## src/rtl/lge_ram.sv

```systemverilog
`timescale 1ns / 1ps

module lge_ram #(
  parameter int WIDTH = 64,
  parameter int DEPTH = 64
) (
  input  logic                     clk,
  input  logic                     we,
  input  logic [$clog2(DEPTH)-1:0] waddr,
  input  logic [WIDTH-1:0]         wdata,
  input  logic [$clog2(DEPTH)-1:0] raddr,
  output logic [WIDTH-1:0]         rdata
);

  logic [WIDTH-1:0] mem [DEPTH];

  always_ff @(posedge clk) begin
    if (we) begin
      mem[waddr] <= wdata;
    end
    rdata <= mem[raddr];
  end

endmodule

```

## config.mk

```make
export PLATFORM = sky130hd
export DESIGN_NAME = lge_ram
export DESIGN_NICKNAME = d
export VERILOG_FILES = /design/src/rtl/lge_ram.sv
export SDC_FILE = /design/constraint.sdc
export NUM_CORES = 2
export LEC_CHECK = 0
export BUFFER_PORTS_ARGS = -buffer_cell sky130_fd_sc_hd__buf_2
export CAP_MARGIN = 20
export CORE_UTILIZATION = 50
export CTS_BUF_LIST = sky130_fd_sc_hd__clkbuf_2 sky130_fd_sc_hd__clkbuf_4 sky130_fd_sc_hd__clkbuf_8
export DETAILED_ROUTE_END_ITERATION = 7
export GPL_TIMING_DRIVEN = 1
export HOLD_SLACK_MARGIN = 0.03
export PLACE_DENSITY = 0.65
export SLEW_MARGIN = 20
export SYNTH_ARGS = -nofsm -noshare
export SYNTH_HDL_FRONTEND = slang
export SYNTH_SLANG_ARGS = --single-unit
```

## constraint.sdc

```tcl
create_clock -name clk -period 6.5 [get_ports clk]
set_input_delay 0.325 -clock clk [delete_from_list [all_inputs] [get_ports clk]]
set_output_delay 0.325 -clock clk [all_outputs]
set_load 0.02 [all_outputs]
```

=== Yosys cells after proc, flatten, opt, wreduce, memory -nomap -nowiden ===
Memory sizes are Yosys's and may differ from the RTL's. A register that Yosys moved wholly into a read port is not among the register bits.
Cells that the tools add are included.

* Muxes and demuxes: 2

{| class="wikitable"
|+ Operators by type and width
! kind !! count
|-
| $mux 1 || 2
|}

* Register bits: 0
* Bits in writable memories: 4096
* Memories kept: 1
* Output and inout bits: 64
* Input bits: 78

{| class="wikitable"
|+ Memory list
! name !! depth !! bits a word !! read ports !! clocked after memory_dff !! wr ports !! line !! RTL
|-
| mem || 64 || 64 || 1 || 1 || 1 || 15 || <nowiki>logic [WIDTH-1:0] mem [DEPTH];</nowiki>
|}

=== Depth between registers and ports, before layout ===
* Word-level depth: 2
* Mapped depth: 9
* Mapped depth without buffers: 5

=== Worst setup path after synthesis ===
OpenSTA, ideal clock, no wires.

* Path kind: in2reg
* From: in waddr[3]
* To: mem mem[48][0] (enable)
* Buffers on the path: 1
* Required time: 5.936 ns
* Stages on the path: 4
* Path slack: 0.739 ns
* Arrival time: 5.197 ns
* Cell sequence: clkbuf_1 -> nor2b_1 -> nand4b_1 -> nor3_1

{| class="wikitable"
|+ RTL lines
! item !! line !! RTL
|-
| from (decl) || 9 || <nowiki>input logic [$clog2(DEPTH)-1:0] waddr,</nowiki>
|-
| to (decl) || 15 ||
|}

Straight into the memory's write port.

==> flow_summary.json <==
{
  "status": "completed",
  "wl_per_cell_microns": 35.5,
  "drive_gt1_frac": 0.320,
  "drc": 0,
  "crit_arrival_ns": 4.17,
  "clkPwrFrac": 0.401,
  "core_area_sq_um": 310000,
  "drv_slew": 0,
  "synth_seq_area_share": 0.795,
  "detail-route-antenna-nets": 0,
  "ios": 142,
  "clock_sinks": 4160,
  "critPathLaunchType": "input pin",
  "finalSetupViolations": 0,
  "rsz0062_at_grt": "false",
  "final_nets": 7377,
  "cp.required_ns": 7.59,
  "hold_slack_ns": 0.0845,
  "dp_cells": 10700,
  "seq_power_share": 0.551,
  "end_kind": "register",
  "port_buffers": 141,
  "grt_first_pass_wirelength_microns": 595000,
  "irDropWorstVdd_mv": 0.204,
  "worstMarginPinSlew_ns": 1.22,
  "p_int_mw": 42.0,
  "syn_to_final_growth_pct": 13.1,
  "relSlewSlack": 0.188,
  "period_share": 0.474,
  "drtIter0Drc": 10600,
  "switching_share": 0.225,
  "cts_root_buf": "clkbuf_8",
  "yosysWarnings": 0,
  "postSynthAreaPerCell_sq_um": 23.7,
  "min_to": "mem[61][62]$_DFFE_PP_",
  "routed_wirelength_microns": 424000,
  "p_total_mw": 54.2,
  "setup_tns_ns": 0,
  "rows": 204,
  "path_clk_slew_ns": 0.06,
  "r2r_cells": 4,
  "grt-ovfl-total": 0,
  "r2r-start": "mem[38][58]$_DFFE_PP_",
  "grt_pass1_vias": 78300,
  "r2r-end": "rdata[58]$_DFF_P_",
  "drt_pass1_iterations": 5,
  "gp_congestion": 0.800,
  "cts_tree": "done",
  "antenna_found_initial": 29,
  "instances_no_fill": 12000,
  "syn-num-nets": 6676,
  "clk_latency_ns": 1.23,
  "via_count": 77300,
  "min_path_type": "input pin to register",
  "hpwlAfterDp_microns": 223000,
  "clock-skew-final_ns": 0.0743,
  "whs_path_depth": 2,
  "htree_levels": 6,
  "most-common-layout-cells": "edfxtp_1, mux4_2, clkbuf_8",
  "start_util": 0.505,
  "power_frac_comb": 0.048,
  "clock_path_buffers": 4,
  "cap_viol_max_count": 0,
  "synth.cell_area_sq_um": 156000,
  "min_from": "wdata[62]",
  "min_period_ns": 3.08,
  "regArea_sq_um": 124000,
  "dieArea_sq_um": 315000,
  "numCtsBuffers": 651,
  "final_common_cell": "edfxtp_1",
  "die_h_microns": 561,
  "num-fill-cells": 22400,
  "cellPowerDensity_nw_per_um2": 307,
  "power.leakage_nw": 55.5,
  "ys_types": 33,
  "multi_input_area_sq_um": 30800,
  "grt_usage": 0.269,
  "p_switching_mw": 12.2,
  "die_w_microns": 561,
  "crit_fanout": 116,
  "hold_viol": 0,
  "cts_resized": 0,
  "via_per_inst": 6.47,
  "syn_inst": 6598,
  "grt_max_degree": 117,
  "fmax_ghz": 0.325,
  "ys_seq_elements": 4160,
  "path_class": "input pin to register",
  "regToRegSetupSlack_ns": 4.40
}
## registers in the layout, summed over array words and instances, names as in the netlist
signal / cells
mem: 4096
rdata: 64
## cell families (layout without fill, tap and decap cells)
logic type,after synthesis,count (layout),synth area share
AND/OR/NAND/NOR,386,386,0.0124
flip-flops,4160,4160,0.795
other,0,13,0
buffers and inverters,389,1608,0.0118
multiplexers,1159,1159,0.156
AO/OA/AOI/OAI,504,504,0.0248
## area by class of cell
class / count / area share
antenna: 13 / 0.000184
timing repair buffer: 418 / 0.0210
clock inverter: 267 / 0.0103
clock buffer: 904 / 0.0623
tap: 4120 / 0.0291
multi-input combinational: 2049 / 0.174
inverter: 19 / 0.000403
sequential: 4160 / 0.703
## synthesized netlist by cell type
| library cell | count | share of area |
|---|---|---|
| clkbuf_1 | 140 | 0.0034 |
| or2_2 | 28 | 0.0011 |
| nand2_1 | 58 | 0.0014 |
| buf_6 | 6 | 0.00043 |
| a22o_1 | 88 | 0.0049 |
| buf_2 | 170 | 0.0054 |
| nor2b_1 | 28 | 0.0011 |
| nand4b_1 | 1 | 0.000056 |
| dfxtp_1 | 64 | 0.0082 |
| and2_1 | 3 | 0.00012 |
| nor3_1 | 2 | 0.000064 |
| and3_1 | 64 | 0.0026 |
| or3b_2 | 1 | 0.000056 |
| buf_1 | 20 | 0.00048 |
| or3_1 | 29 | 0.0012 |
| a41oi_1 | 26 | 0.0015 |
| edfxtp_1 | 4096 | 0.79 |
| nand4_1 | 2 | 0.000080 |
| o22ai_1 | 83 | 0.0033 |
| nand3b_1 | 2 | 0.000096 |
| a22oi_1 | 168 | 0.0081 |
| a2bb2oi_1 | 19 | 0.0011 |
| buf_4 | 34 | 0.0016 |
| inv_1 | 19 | 0.00046 |
| a211oi_1 | 63 | 0.0030 |
| nand2b_1 | 11 | 0.00044 |
| a31o_1 | 1 | 0.000056 |
| nor2_1 | 112 | 0.0027 |
| mux2i_1 | 135 | 0.0086 |
| mux4_2 | 1024 | 0.15 |
| nand3_1 | 45 | 0.0014 |
| o221ai_1 | 38 | 0.0021 |
| a31oi_1 | 18 | 0.00072 |
## power by group through the flow
stage               combinational (mW)  sequential (mW)  clock [mW]
global route                      2.74             29.9        23.2
CTS                               2.61             29.9        22.0
floorplan                         1.38             30.4           0
global placement                  2.51             30.4           0
finish                            2.61             29.9        21.7
detailed placement                2.56             30.4           0
## worst max-delay path by stage
stage,startpoint,to
global placement,raddr[3],rdata[7]$_DFF_P_
finish,raddr[2],rdata[17]$_DFF_P_
detailed placement,raddr[0],rdata[17]$_DFF_P_
floorplan,waddr[3],mem[48][0]$_DFFE_PP_
global route,waddr[1],mem[35][30]$_DFFE_PP_
CTS,waddr[1],mem[35][63]$_DFFE_PP_
## per-layer routing
layer,GRT usage,wire length (microns),share of wire,up-vias
met2,0.429,204000,0.48,4561
met4,0.0801,13100,0.031,14
met3,0.0545,42900,0.10,691
met1,0.379,163000,0.39,42000
met5,0,98,0.00023,-
li1,-,-,-,30000
## timing repair
action | in CTS | in global routing
hold endpoints to repair | 4222 | 0
hold buffers | 75 | 0
buffers inserted | 0 | 0
## per-stage QoR
stage | cell area (sq um) | worst slack, ns | utilization
2_1_floorplan | 156000 | 0.739 | -
6_report | 177000 | 3.42 | 0.571
4_1_cts | 177000 | 3.66 | 0.570
3_5_place_dp | 163000 | 2.89 | 0.526
5_1_grt | 177000 | 3.54 | 0.571
3_3_place_gp | 163000 | 2.85 | 0.526
## worst max-delay path, cell delays in order
cell and delay (ns):
dlygate4sd3_1 0.56, buf_8 0.25, buf_12 0.27, nor2b_4 0.24, buf_4 0.55, buf_4 0.69, a22oi_1 0.45, and3_1 0.30
a211oi_1 0.24
Power figures use the tool's default switching activity.
