`src/rtl/lge_pkg.sv`:
```
`timescale 1ns / 1ps

package lge_pkg;

  localparam int MAX_ROWS = 64;
  localparam int MAX_COLS = 64;

  localparam int ROW_AW = $clog2(MAX_ROWS);
  localparam int COL_AW = $clog2(MAX_COLS);
  // row counter that runs a few rows past the grid during an advance
  localparam int ROW_CW = $clog2(MAX_ROWS + 4);

  localparam int CMD_W  = 2;
  localparam int ROW_W  = 6;
  localparam int COL_W  = 6;
  localparam int CFG_W  = 7;
  localparam int CFG_AW = 3;
  localparam int DATA_W = 32;

  typedef enum logic [CMD_W-1:0] {
    CMD_WRITE   = 2'd0,
    CMD_READ    = 2'd1,
    CMD_ADVANCE = 2'd2
  } cmd_t;

  typedef enum logic {
    REG_ROWS = 1'b0,
    REG_COLS = 1'b1
  } reg_idx_t;

  typedef enum logic [3:0] {
    ST_IDLE,
    ST_WRITE_RD,
    ST_WRITE_WB,
    ST_READ_RD,
    ST_READ_WB,
    ST_FILL0,
    ST_FILL1,
    ST_FILL2,
    ST_ROW
  } state_t;

  typedef struct packed {
    logic latch_item;
    logic adv_start;
    logic rd_adv;
    logic shift_win;
    logic wr_cell;
    logic wr_adv;
    logic out_load;
    logic out_read;
  } ctl_t;

  typedef struct packed {
    logic last_row;
  } stat_t;

  function automatic logic [CFG_W-1:0] clamp_size(input logic [CFG_W-1:0] v,
                                                   input int max_v);
    logic [CFG_W-1:0] res;
    res = v;
    if (v == '0) begin
      res = CFG_W'(1);
    end else if (int'(v) > max_v) begin
      res = CFG_W'(max_v);
    end
    return res;
  endfunction

  localparam logic [CFG_W-1:0] ROWS_RESET = clamp_size(7'd64, MAX_ROWS);
  localparam logic [CFG_W-1:0] COLS_RESET = clamp_size(7'd64, MAX_COLS);

endpackage

```
`src/rtl/lge_datapath.sv`:
```
`timescale 1ns / 1ps

module lge_datapath import lge_pkg::*; (
  input  logic                clk,
  input  logic                rst_n,
  input  ctl_t                ctl,
  output stat_t               stat,
  input  logic [ROW_W-1:0]    in_cell_row,
  input  logic [COL_W-1:0]    in_cell_col,
  input  logic                in_cell_live,
  input  logic [CFG_W-1:0]    rows,
  input  logic [CFG_W-1:0]    cols,
  output logic                ram_we,
  output logic [ROW_AW-1:0]   ram_waddr,
  output logic [MAX_COLS-1:0] ram_wdata,
  output logic [ROW_AW-1:0]   ram_raddr,
  input  logic [MAX_COLS-1:0] ram_rdata,
  output logic                out_cell_value
);

  logic [ROW_W-1:0]    item_row_r;
  logic [COL_W-1:0]    item_col_r;
  logic                item_live_r;
  logic [ROW_CW-1:0]   issue_row_r, issue_row_nxt;
  logic [ROW_CW-1:0]   data_row_r;
  logic [ROW_AW-1:0]   comp_row_r, comp_row_nxt;
  logic [MAX_COLS-1:0] win_r [3];
  logic [MAX_COLS-1:0] win_nxt [3];
  logic [MAX_ROWS-1:0] row_valid_r, row_valid_nxt;
  logic                out_value_r, out_value_nxt;

  logic [ROW_AW-1:0]   item_row_idx;
  logic [COL_AW-1:0]   item_col_idx;
  logic                item_inside;
  logic [MAX_COLS-1:0] cell_old;
  logic [MAX_COLS-1:0] cell_new;
  logic [MAX_COLS-1:0] loaded;
  logic [MAX_COLS-1:0] col_mask;
  logic [MAX_COLS-1:0] next_row;
  logic [MAX_COLS-1:0] lft [3];
  logic [MAX_COLS-1:0] rgt [3];
  logic [3:0]          ncount;

  assign item_row_idx = ROW_AW'(item_row_r);
  assign item_col_idx = COL_AW'(item_col_r);
  assign item_inside  = (int'(item_row_r) < MAX_ROWS) && (int'(item_col_r) < MAX_COLS);

  // a row never written since reset reads as all dead
  assign cell_old = row_valid_r[item_row_idx] ? ram_rdata : '0;
  assign loaded   = ((int'(data_row_r) < int'(rows)) &&
                     row_valid_r[data_row_r[ROW_AW-1:0]]) ? ram_rdata : '0;

  always_comb begin
    cell_new = cell_old;
    cell_new[item_col_idx] = item_live_r;
  end

  // all columns of one row in parallel, from the three old rows in the window
  always_comb begin
    for (int c = 0; c < MAX_COLS; c++) begin
      col_mask[c] = (c < int'(cols));
    end
    for (int s = 0; s < 3; s++) begin
      lft[s] = win_r[s] << 1;
      rgt[s] = (win_r[s] & col_mask) >> 1;
    end
    next_row = '0;
    for (int c = 0; c < MAX_COLS; c++) begin
      ncount = 4'(lft[0][c]) + 4'(win_r[0][c]) + 4'(rgt[0][c]) +
               4'(lft[1][c]) + 4'(rgt[1][c]) +
               4'(lft[2][c]) + 4'(win_r[2][c]) + 4'(rgt[2][c]);
      if (!col_mask[c]) begin
        next_row[c] = win_r[1][c];
      end else begin
        next_row[c] = (ncount == 4'd3) || ((ncount == 4'd2) && win_r[1][c]);
      end
    end
  end

  assign stat.last_row = (int'(comp_row_r) == int'(rows) - 1);

  assign ram_raddr = ctl.rd_adv ? issue_row_r[ROW_AW-1:0] : item_row_idx;
  assign ram_we    = ctl.wr_adv || (ctl.wr_cell && item_inside);
  assign ram_waddr = ctl.wr_adv ? comp_row_r : item_row_idx;
  assign ram_wdata = ctl.wr_adv ? next_row : cell_new;

  always_comb begin
    issue_row_nxt = issue_row_r;
    comp_row_nxt  = comp_row_r;
    win_nxt       = win_r;
    row_valid_nxt = row_valid_r;
    out_value_nxt = out_value_r;
    if (ctl.adv_start) begin
      issue_row_nxt = '0;
      comp_row_nxt  = '0;
      for (int s = 0; s < 3; s++) begin
        win_nxt[s] = '0;
      end
    end
    if (ctl.rd_adv) begin
      issue_row_nxt = issue_row_r + ROW_CW'(1);
    end
    if (ctl.shift_win) begin
      win_nxt[0] = win_r[1];
      win_nxt[1] = win_r[2];
      win_nxt[2] = loaded;
    end
    if (ctl.wr_adv) begin
      comp_row_nxt = comp_row_r + ROW_AW'(1);
    end
    if (ram_we) begin
      row_valid_nxt[ram_waddr] = 1'b1;
    end
    if (ctl.out_load) begin
      out_value_nxt = ctl.out_read && item_inside && cell_old[item_col_idx];
    end
  end

  always_ff @(posedge clk) begin
    if (!rst_n) begin
      row_valid_r <= '0;
    end else begin
      row_valid_r <= row_valid_nxt;
    end
  end

  always_ff @(posedge clk) begin
    if (ctl.latch_item) begin
      item_row_r  <= in_cell_row;
      item_col_r  <= in_cell_col;
      item_live_r <= in_cell_live;
    end
    issue_row_r <= issue_row_nxt;
    data_row_r  <= issue_row_r;
    comp_row_r  <= comp_row_nxt;
    win_r       <= win_nxt;
    out_value_r <= out_value_nxt;
  end

  assign out_cell_value = out_value_r;

endmodule

```
`config.mk`:
```
export PLATFORM = sky130hd
export DESIGN_NAME = lge_datapath
export DESIGN_NICKNAME = d
export VERILOG_FILES = /design/src/rtl/lge_pkg.sv /design/src/rtl/lge_datapath.sv
export SDC_FILE = /design/constraint.sdc
export NUM_CORES = 1
export LEC_CHECK = 0
export ABC_AREA = 1
export ABC_CLOCK_PERIOD_IN_PS = 14700
export BUFFER_PORTS_ARGS = -buffer_cell sky130_fd_sc_hd__clkbuf_2
export CAP_MARGIN = 20
export CORE_MARGIN = 5
export CORE_UTILIZATION = 55
export CTS_CLUSTER_DIAMETER = 40
export DETAILED_ROUTE_END_ITERATION = 7
export PLACE_DENSITY = 0.74
export SYNTH_ARGS = -nofsm -noshare
export SYNTH_HDL_FRONTEND = slang
export SYNTH_SLANG_ARGS = --single-unit
export TNS_END_PERCENT = 50
```
`constraint.sdc`:
```
create_clock -name clk -period 14.7 [get_ports clk]
set_clock_uncertainty 0.2 [all_clocks]
set_input_delay 4.41 -clock clk [delete_from_list [all_inputs] [get_ports clk]]
set_output_delay 4.41 -clock clk [all_outputs]
set_load 0.01 [all_outputs]
```
; After elaboration in Yosys (flattened, before gate mapping)
; Index checks and enable logic that the tools add are counted.
; Widths: inputs -> output; s select.
[word_totals]
register_bits = 290
latch_bits = 0
mem_bits_rw = 0
romBits = 0
input_bits = 101
memories = 0
[classes]
add_sub_neg = 445
multipliers = 0
div = 0
n_lt_le_gt_ge = 71
n_eq_ne = 129
shifts = 0
muxes = 86
bitwise = 4
n_reduce_logical = 136
[op_table]
columns = operator, n
row1 = $add 4x1->4, 250
row2 = $eq 4x2->1 const B, 128
row3 = $mux 192, 2
row4 = $add 3x1->4, 64
row5 = $lt 6x7->1 const A, 32
row6 = $add 2x1->3, 64
row7 = $and 64x64->64, 3
row8 = $mux 64, 3
row9 = $add 1x1->2, 64
row10 = $lt 5x7->1 const A, 16
row11 = $mux 1, 69
row12 = $logic_and 1x1->1, 68
row13 = $logic_or 1x1->1, 65
row14 = $bwmux 64, 1
row15 = $or 64x64->64, 1
row16 = $lt 4x7->1 const A, 8
row17 = $lt 3x7->1 const A, 4
row18 = $lt 6x7->1 const B, 4
row19 = $mux 6, 4
row20 = $bmux 1 s6, 3
row21 = $lt 1x7->1 const A, 2
row22 = $lt 2x7->1 const A, 2
row23 = $mux 7, 2
row24 = $demux 1 s6, 2
row25 = 7 further kinds, 10

; Logic depth before layout (Yosys ltp)
[logic_depth]
depth_word = 13
ltp_mapped = 23
ltp_nobuf = 20

; Worst setup path after synthesis
; OpenSTA, ideal clock, no wires.
[synth_timing]
path_type = in2out
start = input cols[6]
end = output ram_wdata[39]
arrival_time_ns = 7.922
slack_ns = 2.168
path_stages = 20
n_path_buf = 2
cell_sequence = buf_2 -> nor2_2 -> inv_1 -> o21ai_1 -> inv_1 -> clkbuf_1 -> o21ai_0 -> inv_1 -> nand2_1 -> fa_1 -> inv_1 -> fa_1 -> ha_1 -> fa_1 -> xor2_1 -> a211oi_1 -> o211ai_1 -> nor2_1 -> a21oi_1 -> o22ai_1
[synth_via]
elab_chain_cells = 13
[synth_lines]
columns = item, line_no
row1 = start: declaration, lge_datapath.sv:12  ; input logic [CFG_W-1:0] cols,
row2 = $lt 6x7->1, lge_datapath.sv:61  ; col_mask[c] = (c < int'(cols));
row3 = $and 64x64->64, lge_datapath.sv:65  ; rgt[s] = (win_r[s] & col_mask) >> 1;
row4 = $add 2x1->3, lge_datapath.sv:69  ; ncount = 4'(lft[0][c]) + 4'(win_r[0][c]) + 4'(rgt[0][c]) +
row5 = $add 3x1->4, lge_datapath.sv:69
row6 = $add 4x1->4 (2 in series), lge_datapath.sv:70  ; 4'(lft[1][c]) + 4'(rgt[1][c]) +
row7 = $add 4x1->4 (2 in series), lge_datapath.sv:71  ; 4'(lft[2][c]) + 4'(win_r[2][c]) + 4'(rgt[2][c]);
row8 = $eq 4x2->1, lge_datapath.sv:75  ; next_row[c] = (ncount == 4'd3) || ((ncount == 4'd2) && win_r[1][c]);
row9 = $logic_and 1x1->1, lge_datapath.sv:75
row10 = $logic_or 1x1->1, lge_datapath.sv:75
row11 = $mux 1 (*), lge_datapath.sv:72  ; if (!col_mask[c]) begin
row12 = $mux 64 (*), lge_datapath.sv:85  ; assign ram_wdata = ctl.wr_adv ? next_row : cell_new;
row13 = end: declaration, lge_datapath.sv:15  ; output logic [MAX_COLS-1:0] ram_wdata,
; Every way passes the cells marked *; elsewhere a longest branch is shown, timed or not.

; Worst setup path after layout
[layout_timing]
start = input cols[2]
end = output ram_wdata[31]
; Same word-level chain as after synthesis.

==> reports/results.txt <==
Most frequent cell after synthesis -> nand2_1
Fmax -> 73.67 MHz
Yosys warnings -> 0
Pleak -> 15.33 nW
Post-route setup slack -> 1.127 ns
Syn Area/Cell -> 8.106 µm²
Vias in the first global route -> 23.07k
Leading post-synthesis cells by cell area -> edfxtp_1 25%, fa_1 19%, nand2_1 10%
Status -> completed
Vias per inst -> 5.640
Seq. cell area -> 7998 µm²
Post-cts hold buffer count -> 0
DPL Wire Length -> 57.84 mm
Die height -> 230.5 µm
Leading area contributor after synthesis -> edfxtp_1
Final Hold Viols -> 0
Ys async rst share -> 0%
RSZ-0062 raised after global routing -> false
CTS tree -> built
Data required, critical path -> 10.09 ns
Final number of max-transition violations -> 0
First DRT Iteration DRCs -> 2,147
Unique masters post-synth -> 48
Yosys top cell area share -> 24.58%
Int Pwr -> 0.002400 W
Pre-CTS setup slack -> 1.188 ns
Slew HR -> 25.91%
Worst setup EP type -> primary output
Setup Fix Bufs, Post-CTS -> 0
Wire per inst -> 19.34 µm
Commonest cells post-synth -> 725 x nand2_1, 667 x inv_1, 334 x nor2_1
PortBufs -> 179
Sw power -> 0.001416 W
Syn Std Cell Area -> 26,750 µm²
Hold Path Class -> reg -> reg
Max IR drop VDD -> 0.1203 mV
Crit start category -> primary input
Via count -> 23.32k
Die width -> 230.5 µm
H-tree Lvls -> 2
Clock buffer depth -> 3
Gate power share -> 37.0%
Final wirelength -> 79.96 mm
GRT overflow -> 0
Filler Cell Count -> 4,112
Core area -> 47,950 µm²
Total CTS buffers -> 58
Largest net degree at the start of global routing -> 79
Clk slew on worst S/H paths -> 0.05 ns
Initial antenna violation count -> 1
Num rows -> 80
DRC Markers -> 0
Synthesized instance count -> 3,300
TritonRoute pass-1 iters -> 6
Sequential fraction of the synthesis area -> 29.90%
Final std cells w/o fill -> 4,135
I/O Pins -> 180
Worst hold slack -> 0.2448 ns
Switching share of power -> 37.11%
Fin crit period -> 13.57 ns
Initial core utilization -> 55.79%
First-pass GRT wire length -> 126.0 mm
Final GP Congestion -> 0.9723
Sequential power share -> 27.5%
P&R area growth vs syn -> 12.86%
Area occupied by multi-input gates -> 15,760 µm²
Final Setup Violations -> 0
Root Buffer -> clkbuf_16
Clock network fraction of total power -> 35.5%
Antenna-violating nets left -> 0
PostCTS Resize Cnt -> 0
Share of cells above drive strength 1 -> 9.215%
Final net count -> 4,018
Dpl cells -> 4,022
All-Layer GR Usage -> 29.86%
Max_cap viols -> 0
Arrival @ worst endpoint -> 8.96 ns
Cell Pwr Density -> 126.4 nW/µm²
Worst-path fanout max -> 10
Worst-Margin Slew -> 1.110 ns
Die area -> 53,150 µm²
EDFF count, synth -> 219
Fin Setup TNS -> 0 ns
Period utilization -> 92.33%
Clock Latency Late Sink -> 0.62 ns
Synth Register Bits -> 290
Clock tree sinks -> 290
Syn nets -> 3,850
Most used flip-flop cell after synthesis -> edfxtp_1
Crit Path Category -> in -> out
[final cells by class]
type                    count  share of cell area (%)
flip-flops and latches    290                   26.49
inverters                 674                   8.397
clock buffers              65                   4.965
repair buffers            210                   3.755
well taps                 615                   2.549
clock inverters            43                   1.596
diodes                      4                 0.03316
multi-input cells        2234                   52.22
[worst paths after layout]
check	from	cells past startpoint	end	slack (ns)
max	cols[2]	16	ram_wdata[31]	1.13
max reg2reg	item_row_idx[1]	17	out_cell_value	10.15
min reg2reg	issue_row_r[1]	0	data_row_r[1]	0.24
min	issue_row_r[1]	0	data_row_r[1]	0.24
[registers in the layout, summed over array words and instances, names as in the netlist]
signal,cells
lft,189
row_valid_r,64
data_row_r,7
issue_row_r,7
comp_row_r,6
item_col_idx,6
item_row_idx,6
win_r,3
item_live_r,1
out_cell_value,1
[cells in the final DEF (no fill, tap or decap), types with 23 or more instances in the layout]
master     synthesis  routed
inv_1            667     667
a21boi_0          23      23
clkbuf_2           0     177
edfxtp_1         219     219
a21oi_1          149     149
a31oi_1           52      52
nand3_1           75      74
dfxtp_1           71      71
ha_1             197     197
o311ai_0          29      29
nor2_1           334     334
buf_4              9      32
nand2_1          725     724
fa_1             252     252
clkbuf_16          0      59
o21ai_0          230     230
a21o_1            25      25
[layer usage]
metal | wire length, µm | global-route usage (%) | vias to the layer above | part of all wire [%]
met5 | 0 | 0 | - | 0
met4 | 3735 | 13.02 | 0 | 4.7
met3 | 8647 | 7.471 | 241 | 11
met2 | 35970 | 46.83 | 1155 | 45
met1 | 31610 | 39.64 | 11030 | 40
li1 | - | - | 10890 | -
[power by group through the flow]
stage               Clock (W)  Sequential [W]  Combinational, W
finish                0.00135         0.00105           0.00141
detailed placement          0         0.00106           0.00139
global placement            0         0.00106           0.00134
global route          0.00141         0.00106           0.00163
floorplan                   0         0.00103           0.00100
CTS                   0.00137         0.00105           0.00141
[per-stage QoR]
stage / utilization [%] / power [W] / instance area (µm²)
final: 62.97 / 0.003817 / 30190
after global routing: 62.95 / 0.004100 / 30180
after CTS: 62.93 / 0.003824 / 30170
after detailed placement: 58.80 / 0.002452 / 28190
after global placement: 58.78 / 0.002402 / 28180
after floorplan: - / 0.002034 / 26750
[cells by family after synthesis]
logic type,synth area share [%]
compound gates,12.96
xor+xnor,0.3274
fa+ha+maj,28.07
buf+inv,11.24
flops,29.90
simple gates,17.50
[worst max-delay path, stage by stage]
cell and delay [ns]:
clkbuf_2 0.31, nor2_1 0.22, inv_1 0.16, nor2_1 0.44, inv_1 0.32, a21oi_1 0.32, inv_1 0.12, nand2_1 0.10
fa_1 0.42, inv_1 0.09, fa_1 0.43, ha_1 0.22, fa_1 0.49, a31oi_1 0.08, o31ai_1 0.57, clkbuf_2 0.25
(Power assumes the default switching activity.)
