`src/rtl/lge_pkg.sv`:
```
`timescale 1ns / 1ps

package lge_pkg;

  localparam int MAX_ROWS = 64;
  localparam int MAX_COLS = 64;

  localparam int ROW_AW = $clog2(MAX_ROWS);
  localparam int COL_AW = $clog2(MAX_COLS);
  // row counter that runs a few rows past the grid during an advance
  localparam int ROW_CW = $clog2(MAX_ROWS + 4);

  localparam int CMD_W  = 2;
  localparam int ROW_W  = 6;
  localparam int COL_W  = 6;
  localparam int CFG_W  = 7;
  localparam int CFG_AW = 3;
  localparam int DATA_W = 32;

  typedef enum logic [CMD_W-1:0] {
    CMD_WRITE   = 2'd0,
    CMD_READ    = 2'd1,
    CMD_ADVANCE = 2'd2
  } cmd_t;

  typedef enum logic {
    REG_ROWS = 1'b0,
    REG_COLS = 1'b1
  } reg_idx_t;

  typedef enum logic [3:0] {
    ST_IDLE,
    ST_WRITE_RD,
    ST_WRITE_WB,
    ST_READ_RD,
    ST_READ_WB,
    ST_FILL0,
    ST_FILL1,
    ST_FILL2,
    ST_ROW
  } state_t;

  typedef struct packed {
    logic latch_item;
    logic adv_start;
    logic rd_adv;
    logic shift_win;
    logic wr_cell;
    logic wr_adv;
    logic out_load;
    logic out_read;
  } ctl_t;

  typedef struct packed {
    logic last_row;
  } stat_t;

  function automatic logic [CFG_W-1:0] clamp_size(input logic [CFG_W-1:0] v,
                                                   input int max_v);
    logic [CFG_W-1:0] res;
    res = v;
    if (v == '0) begin
      res = CFG_W'(1);
    end else if (int'(v) > max_v) begin
      res = CFG_W'(max_v);
    end
    return res;
  endfunction

  localparam logic [CFG_W-1:0] ROWS_RESET = clamp_size(7'd64, MAX_ROWS);
  localparam logic [CFG_W-1:0] COLS_RESET = clamp_size(7'd64, MAX_COLS);

endpackage

```
`src/rtl/lge_ctrl.sv`:
```
`timescale 1ns / 1ps

module lge_ctrl import lge_pkg::*; (
  input  logic               clk,
  input  logic               rst_n,
  input  logic               in_valid,
  input  logic [CMD_W-1:0]   in_command,
  input  logic               out_ready,
  input  stat_t              stat,
  output logic               in_ready,
  output logic               out_valid,
  output ctl_t               ctl
);

  state_t state_r, state_nxt;
  logic   out_valid_r, out_valid_nxt;
  logic   accept;
  cmd_t   cmd;

  assign cmd       = cmd_t'(in_command);
  assign in_ready  = (state_r == ST_IDLE) && (!out_valid_r || out_ready);
  assign accept    = in_valid && in_ready;
  assign out_valid = out_valid_r;

  always_comb begin
    state_nxt = state_r;
    unique case (state_r)
      ST_IDLE: begin
        if (accept) begin
          case (cmd)
            CMD_WRITE:   state_nxt = ST_WRITE_RD;
            CMD_READ:    state_nxt = ST_READ_RD;
            CMD_ADVANCE: state_nxt = ST_FILL0;
            default:     state_nxt = ST_IDLE;
          endcase
        end
      end
      ST_WRITE_RD: state_nxt = ST_WRITE_WB;
      ST_WRITE_WB: state_nxt = ST_IDLE;
      ST_READ_RD:  state_nxt = ST_READ_WB;
      ST_READ_WB:  state_nxt = ST_IDLE;
      ST_FILL0:    state_nxt = ST_FILL1;
      ST_FILL1:    state_nxt = ST_FILL2;
      ST_FILL2:    state_nxt = ST_ROW;
      ST_ROW: begin
        if (stat.last_row) begin
          state_nxt = ST_IDLE;
        end
      end
      default:     state_nxt = ST_IDLE;
    endcase
  end

  always_comb begin
    ctl = '0;
    unique case (state_r)
      ST_IDLE: begin
        ctl.latch_item = accept;
        ctl.adv_start  = accept && (cmd == CMD_ADVANCE);
        // unused command code finishes at once with a zero result
        ctl.out_load   = accept && (cmd != CMD_WRITE) && (cmd != CMD_READ) &&
                         (cmd != CMD_ADVANCE);
      end
      ST_WRITE_WB: begin
        ctl.wr_cell  = 1'b1;
        ctl.out_load = 1'b1;
      end
      ST_READ_WB: begin
        ctl.out_load = 1'b1;
        ctl.out_read = 1'b1;
      end
      ST_FILL0: ctl.rd_adv = 1'b1;
      ST_FILL1, ST_FILL2: begin
        ctl.rd_adv    = 1'b1;
        ctl.shift_win = 1'b1;
      end
      ST_ROW: begin
        ctl.rd_adv    = 1'b1;
        ctl.shift_win = 1'b1;
        ctl.wr_adv    = 1'b1;
        ctl.out_load  = stat.last_row;
      end
      default: ctl = '0;
    endcase
  end

  always_comb begin
    out_valid_nxt = out_valid_r;
    if (ctl.out_load) begin
      out_valid_nxt = 1'b1;
    end else if (out_ready) begin
      out_valid_nxt = 1'b0;
    end
  end

  always_ff @(posedge clk) begin
    if (!rst_n) begin
      state_r     <= ST_IDLE;
      out_valid_r <= 1'b0;
    end else begin
      state_r     <= state_nxt;
      out_valid_r <= out_valid_nxt;
    end
  end

endmodule

```
`config.mk`:
```
export PLATFORM = sky130hd
export DESIGN_NAME = lge_ctrl
export DESIGN_NICKNAME = d
export VERILOG_FILES = /design/src/rtl/lge_pkg.sv /design/src/rtl/lge_ctrl.sv
export SDC_FILE = /design/constraint.sdc
export NUM_CORES = 1
export LEC_CHECK = 0
export ABC_CLOCK_PERIOD_IN_PS = 4500
export BUFFER_PORTS_ARGS = -buffer_cell sky130_fd_sc_hd__buf_2
export CORE_AREA = 2 2 39 41
export DETAILED_ROUTE_END_ITERATION = 8
export DIE_AREA = 0 0 41 43
export SYNTH_ARGS = -nofsm -noshare
export SYNTH_HDL_FRONTEND = slang
export SYNTH_SLANG_ARGS = --single-unit
```
`constraint.sdc`:
```
create_clock -name clk -period 4.5 [get_ports clk]
set_clock_uncertainty 0.2 [all_clocks]
set_input_delay 0.9 -clock clk [delete_from_list [all_inputs] [get_ports clk]]
set_output_delay 0.9 -clock clk [all_outputs]
set_load 0.01 [all_outputs]
```
# Word-level counts from Yosys, hierarchy flattened

Index checks and enable logic that the tools add are counted.

Register bits: 5
Output and inout port bits: 10

Equal/unequal tests: 14
Mux-type cells: 13
Reduce and logical (&&, ||, !) cells: 16

Operators with widths:

| operator           | count |
|---|---|
| $pmux 4 s7         | 1 |
| $eq 4x3->1 const B | 4 |
| $pmux 3 s3         | 1 |
| $eq 4x2->1 const B | 2 |
| $mux 4             | 2 |
| $mux 1             | 7 |
| $logic_and 1x1->1  | 6 |
| $ne 2x2->1 const B | 3 |
| $eq 4x1->1 const B | 1 |
| $eq 4x4->1 const B | 1 |
| $logic_not 4->1    | 1 |
| $reduce_bool 2->1  | 2 |
| $reduce_or 4->1    | 1 |
| $pmux 1 s3         | 1 |
| $reduce_or 3->1    | 1 |
| $eq 2x1->1 const B | 1 |
| $eq 2x2->1 const B | 1 |
| $logic_not 2->1    | 1 |
| $mux 2             | 1 |
| $ne 2x1->1 const B | 1 |
| $reduce_and 2->1   | 1 |
| $reduce_or 2->1    | 1 |
| $logic_not 1->1    | 1 |
| $logic_or 1x1->1   | 1 |

# Longest topological paths before layout

Gate-level depths: netlist of the first run.

Depth after elaboration: 9
Depth in mapped cells: 5

# Worst setup path before layout of the first run

OpenSTA, ideal clock, no wires.

Path kind: input to output
Start: in stat
End: out ctl[1] in the netlist's numbering
Arrival time: 1725 ps
Required time: 3400 ps
Setup slack: 1675 ps
Stages: 4
Path through: and3b_2 o311ai_0 o21ai_0 buf_4

RTL lines:

| item               | line           | source |
|---|---|---|
| start: declaration | lge_ctrl.sv:9  | `input stat_t stat,` |
| end: declaration   | lge_ctrl.sv:12 | `output ctl_t ctl` |

==> results of run 1 <==
==> worst reg2reg max path: cells and delay by family (launching register included) <==
| family | cells | cell delay (ns) |
|---|---|---|
| simple gates | 1 | 0.56 |
| compound gates | 2 | 0.47 |
| flops | 1 | 0.43 |
==> placed cells by master (no fill, tap or decap), drive strengths merged, types with 2 or more instances in the layout <==
master   Yosys  layout
buf          3      16
nor4         2       2
and3b        2       2
nand2        7       7
inv          4       4
clkbuf       1       4
dfxtp        5       5
nand4        2       2
or4b         2       2
o21ai        3       3
a2111oi      2       2
nor3b        3       3
==> cell families after synthesis <==
| family | count (synthesis) | share of synthesized area, % |
|---|---|---|
| AO/OA/AOI/OAI | 12 | 22.77 |
| XOR/XNOR | 1 | 2.018 |
| buffers and inverters | 8 | 13.54 |
| flip-flops | 5 | 23.06 |
| AND/OR/NAND/NOR | 26 | 38.62 |
==> metal layers <==
layer  part of all wire [%]  vias to the layer above
li1                       -                      228
met1                     50                      184
met2                     46                        5
met3                    2.9                        2
met4                    1.2                        0
met5                      0                        -
==> layout make-up <==
cell class	count	share of cell area (%)
well taps	16	3.874
flip-flops and latches	5	19.37
repair buffers	16	15.50
multi-input cells	39	53.27
inverters	4	2.906
clock buffers	4	5.085
==> sequential cells by signal, summed over array words and instances, names as in the netlist <==
register and cells:
out_valid 1, state_r 4
==> power groups by stage <==
stage	Combinational [mW]	Sequential (mW)	Clock, mW
final	0.0616	0.0619	0.0494
after global routing	0.0683	0.0636	0.0542
after detailed placement	0.0620	0.0626	0
after CTS	0.0622	0.0618	0.0525
after floorplan	0.0582	0.0552	0
after global placement	0.0619	0.0621	0
==> worst max path at each step <==
stage,end,slack (ns)
floorplan,ctl[1],1.68
global placement,ctl[1],1.49
detailed placement,ctl[1],1.44
CTS,ctl[1],1.44
global route,ctl[1],1.34
finish,ctl[1],1.46
==> cell usage after synthesis <==
cell type,instances,share of area [%]
nor3b_1,3,5.2
o32ai_1,1,2.0
nor2_1,1,0.86
a211o_1,1,2.0
dfxtp_1,5,23
o311ai_0,1,2.0
or3b_2,1,2.0
a31oi_1,1,1.4
nand2_1,7,6.1
nand4_1,2,2.9
a22o_1,1,2.0
nand2b_1,1,1.4
a2111oi_0,1,2.0
or4b_4,1,3.2
a2111oi_2,1,3.5
a21o_1,1,1.7
and3_1,1,1.4
a21boi_2,1,2.6
o21ai_0,3,3.5
nor2b_1,1,1.4
xor2_1,1,2.0
or2b_2,1,2.0
or2_2,1,1.4
buf_6,2,5.2
nor3_1,1,1.2
and3b_1,1,2.0
nor4_1,2,2.9
and3b_2,1,2.3
clkbuf_8,1,3.2
inv_1,4,3.5
buf_4,1,1.7
or4b_1,1,2.3
==> results.tsv, run 1 <==
metric	value	unit
use_met1	14.56	%
die_area	0.001763	mm2
io_pins	17	
hold_slack	0.4235	ns
drive_gt1_share	38.24	%
wl_per_cell	10.18	um
seq_area_frac_synth	23.05	%
rsz0062_at_grt	no	
path_cells	buf_2 > and3b_2 > o311ai_0 > o21ai_0 > buf_2	
globalRoute.totalOverflow	0	
maxCapViolCount	0	
r2r-end	state_r[2]	
clk_pin_slew	0.04	ns
worst_setup_path_end_kind	output pin	
syn_to_final_growth	19.02	%
drc	0	
clk_latency	0.23	ns
cts_tree	built	
critPathLaunch	stat	
p_sw	0.05929	mW
vias	419	
critPathMaxFanout	2	
crit_top_cell	buf_2	
post_cts_buffers	0	
peakVddDrop	0.0001314	V
gp_congestion	0.6793	
nNetsFinal	76	
dr.pass1.iters	3	
clk_path_buf_depth	2	
grt_start_max_net_pins	16	
clock_sinks	5	
dp_hpwl	649.1	um
comb_power_share	35.6	%
swShare	34.28	%
drtIter0Drc	5	
max_slew.worst_pin.slew	0.5488	ns
hp-class	flop to flop	
fin_ws	1.465	ns
numPortBuffers	16	
synth_area	434.2	um2
slew_violations	0	
internal_power	0.1136	mW
final.period_utilization	67.45	%
critPathTopFamily	compound AO/OA/AOI/OAI gates	
place_area	490.5	um2
hold_end	state_r[2]	
place_ws	1.439	ns
rows	14	
groute.usage.overall	11.17	%
grt_pass1_vias	324	
die_x	41	um
multi_input_area	275.3	um2
synthDistinctLibCells	32	
required	3.40	ns
min_from	state_r[3]	
design_area	516.7	um2
p_per_area	334.7	mW/mm2
status	complete, no violations	
relSlewSlack	63.07	%
max_freq	329.5	MHz
r2r-start	state_r[2]	
crit_buf_inv	2	
cts_resized	0	
grt_use_met2	14.06	%
ctsHoldBuffers	0	
syn_inst	52	
grtUsageMet3	1.571	%
finalCriticalPeriod	3.035	ns
grt_pass1_wl	1.290	mm
root_buffer	clkbuf_4	
syn_area_per_cell	8.349	um2
stdcell_count	84	
fin_util	37.34	%
synth_nets	59	
antenna_found_initial	0	
place_inst	80	
core	0.001384	mm2
routed_wl	855	um
cp.depth	5	
crit_arrival	1.94	ns
start_util	31.37	%
r2r_setup_slack	2.73	ns
total_power	0.1729	mW
p_leak	0.2628	nW
ant_nets	0	
ys_ff_latch	5	
cts_made_buffers	3	
cp_slowest_cell	o311ai_0	
yosys_warnings	0	
hold_viol	0	
cts_max_level	1	
r2r_cells	3	
clockPowerShare	28.6	%
die_y	43	um
regArea	100.1	um2
whs_path_depth	1	
cpPeakStageDelay	0.43	ns
power.share.sequential	35.8	%
routed_via_density	4.988	
setup_viol	0	
layout.filler_cells	157	
top_usage_layer	met1	
num_antenna_cells	0	
final.setup.tns	0	ns
critPathKind	primary input to output pin	
cp-start-kind	primary input	
Power figures use the tool's default switching activity.
==> run 2: changes to the inputs <==
ABC_AREA = 1   (was unset)
ABC_CLOCK_PERIOD_IN_PS = 3000   (was 4500)
clock period = 3 ns   (was 4.5 ns; I/O delays follow)
==> run 2 against run 1 <==
  * Core utilization up 0.54 points
  * Critical path type is now flop to output pin
  * Die area unchanged
  * Critical path depth up 1
  * Largest power group is now combinational cells
  * Non-clock buffer count unchanged
  * Largest cell class unchanged
==> results.tsv, run 2 <==
metric	value	unit
status	complete, no violations	
die_x	41	um
start_util	29.29	%
synth_area	405.4	um2
place_ws	0.8786	ns
critPathMaxFanout	6	
routed_wl	816	um
yosys_warnings	0	
cts_resized	0	
max_slew.worst_pin.slew	0.2461	ns
groute.usage.overall	12.26	%
cts_made_buffers	3	
clockPowerShare	29.2	%
largest_reg_flops	4	
clk_path_buf_depth	2	
cp.depth	6	
regMostFlops	state_r	
mostFrequentLayoutCells	19 x nand2_1, 16 x inv_1, 16 x buf_2	
grt_pass1_wl	1.421	mm
syn_to_final_growth	29.32	%
io_pins	17	
root_buffer	clkbuf_4	
die_area	0.001763	mm2
grt_pass1_vias	372	
cp-start-kind	flop	
slew_violations	0	
yosys-top-cells-area	dfxtp_1 25%, nand2_1 18%, inv_1 15%	
numPortBuffers	16	
drc	0	
ctsHoldBuffers	0	
total_power	0.2540	mW
synthDistinctLibCells	16	
dr.pass1.iters	4	
post_cts_buffers	0	
syn_area_per_cell	5.791	um2
hp-class	primary input to flop	
yosys.area.top_type_share	24.69	%
max_freq	458.8	MHz
finalCriticalPeriod	2.180	ns
crit_buf_inv	1	
whs_path_depth	3	
setup_viol	0	
die_y	43	um
ys_ff_latch	5	
synth_nets	77	
synth_edf_count	0	
clock_sinks	5	
syn_inst	70	
crit_arrival	1.38	ns
clk_latency	0.24	ns
gp_congestion	0.9069	
drive_gt1_share	30.34	%
power.share.sequential	31.8	%
rsz0062_at_grt	no	
p_sw	0.09279	mW
synth.most_common_cell	nand2_1	
cts_max_level	1	
required	2.20	ns
grt_start_max_net_pins	8	
min_from	rst_n	
maxCapViolCount	0	
rows	14	
path_cells	nor2_2 > nand2_2 > nor2_4 > nand2_1 > nor3_2 > buf_2	
synth_top_area_cell	dfxtp_1	
globalRoute.totalOverflow	0	
layout.filler_cells	161	
swShare	36.52	%
antenna_found_initial	0	
comb_power_share	39.0	%
vias	450	
clk_pin_slew	0.04	ns
r2r_cells	7	
core	0.001384	mm2
r2r-start	state_r[3]	
seq_area_frac_synth	24.69	%
hold_slack	0.3633	ns
worst_setup_path_end_kind	output pin	
cts_tree	built	
ys_async_sr_fraction	0	%
fin_ws	0.8202	ns
layout_commonest_cell	nand2_1	
critPathLaunch	state_r[2]	
num_antenna_cells	0	
p_leak	0.3600	nW
cpPeakStageDelay	0.33	ns
synth_commonest_cells	19 x nand2_1, 16 x inv_1, 10 x nor2_1	
final.period_utilization	72.66	%
ant_nets	0	
nNetsFinal	97	
routed_via_density	4.286	
p_per_area	484.6	mW/mm2
peakVddDrop	0.0002823	V
hold_viol	0	
dp_hpwl	714.1	um
wl_per_cell	7.771	um
internal_power	0.1613	mW
critPathKind	flop to output pin	
synth_ff_type	dfxtp_1	
final.setup.tns	0	ns
critPathTopFamily	simple AND/OR/NAND/NOR gates	
cp_slowest_cell	dfxtp_1	
relSlewSlack	83.57	%
drtIter0Drc	7	
==> run 2: cell count changes after synthesis, moves of 3 or more <==
cell	previous run	this run
nand2_1	7	19
inv_1	4	16
nor2_1	1	10
nand3_1	0	6
nor3b_1	3	0
==> run 2: tightest hold or removal path: cells and delay by family <==
| kind | cells | cell delay, ns |
|---|---|---|
| buffers and inverters | 2 | 0.13 |
| AND/OR/NAND/NOR | 1 | 0.05 |
==> run 2: logic make-up (layout without fill, tap and decap cells) <==
family                 count (synthesis)  count (layout)  synth area share (%)
AOI/OAI and AO/OA                      3               3                 3.703
buffers and inverters                 17              36                 16.67
DFF                                    5               5                 24.69
and+or+nand+nor                       45              45                 54.94
==> run 2: power by group through the flow <==
stage               combinational, mW  clock, mW  sequential (mW)
floorplan                      0.0740          0           0.0818
global placement                0.102          0           0.0818
detailed placement              0.100          0           0.0820
CTS                             0.100     0.0786           0.0808
global route                    0.115     0.0837           0.0814
finish                         0.0991     0.0743           0.0807
==> run 2: area by class of cell <==
cell class	count	area (um2)	area share [%]
Clock buffer	4	26.28	5.012
Inverter	16	60.06	11.46
Multi-Input combinational cell	48	237.7	45.35
Sequential cell	5	100.1	19.09
Tap cell	16	20.02	3.819
Timing Repair Buffer	16	80.08	15.27
==> run 2: final timing paths <==
check,to,slack (ns)
max,ctl[6],0.82
min,out_valid,0.36
max reg2reg,state_r[2],1.64
min reg2reg,out_valid,0.42
==> run 2: metrics by stage <==
step / utilization, % / std cells / area, um2
after floorplan: - / 70 / 405.4
after global placement: 35.99 / 101 / 498.0
after detailed placement: 35.99 / 101 / 498.0
after CTS: 37.88 / 105 / 524.3
after global routing: 37.88 / 105 / 524.3
final: 37.88 / 105 / 524.3
==> run 2: per-layer routing <==
metal | track usage [%] | up-vias | share of wire (%)
met1 | 17.10 | 190 | 51
met3 | 3.141 | 2 | 3.7
met4 | 10.00 | 0 | 2.3
met2 | 15.00 | 9 | 43
met5 | 0 | - | 0
li1 | - | 249 | -
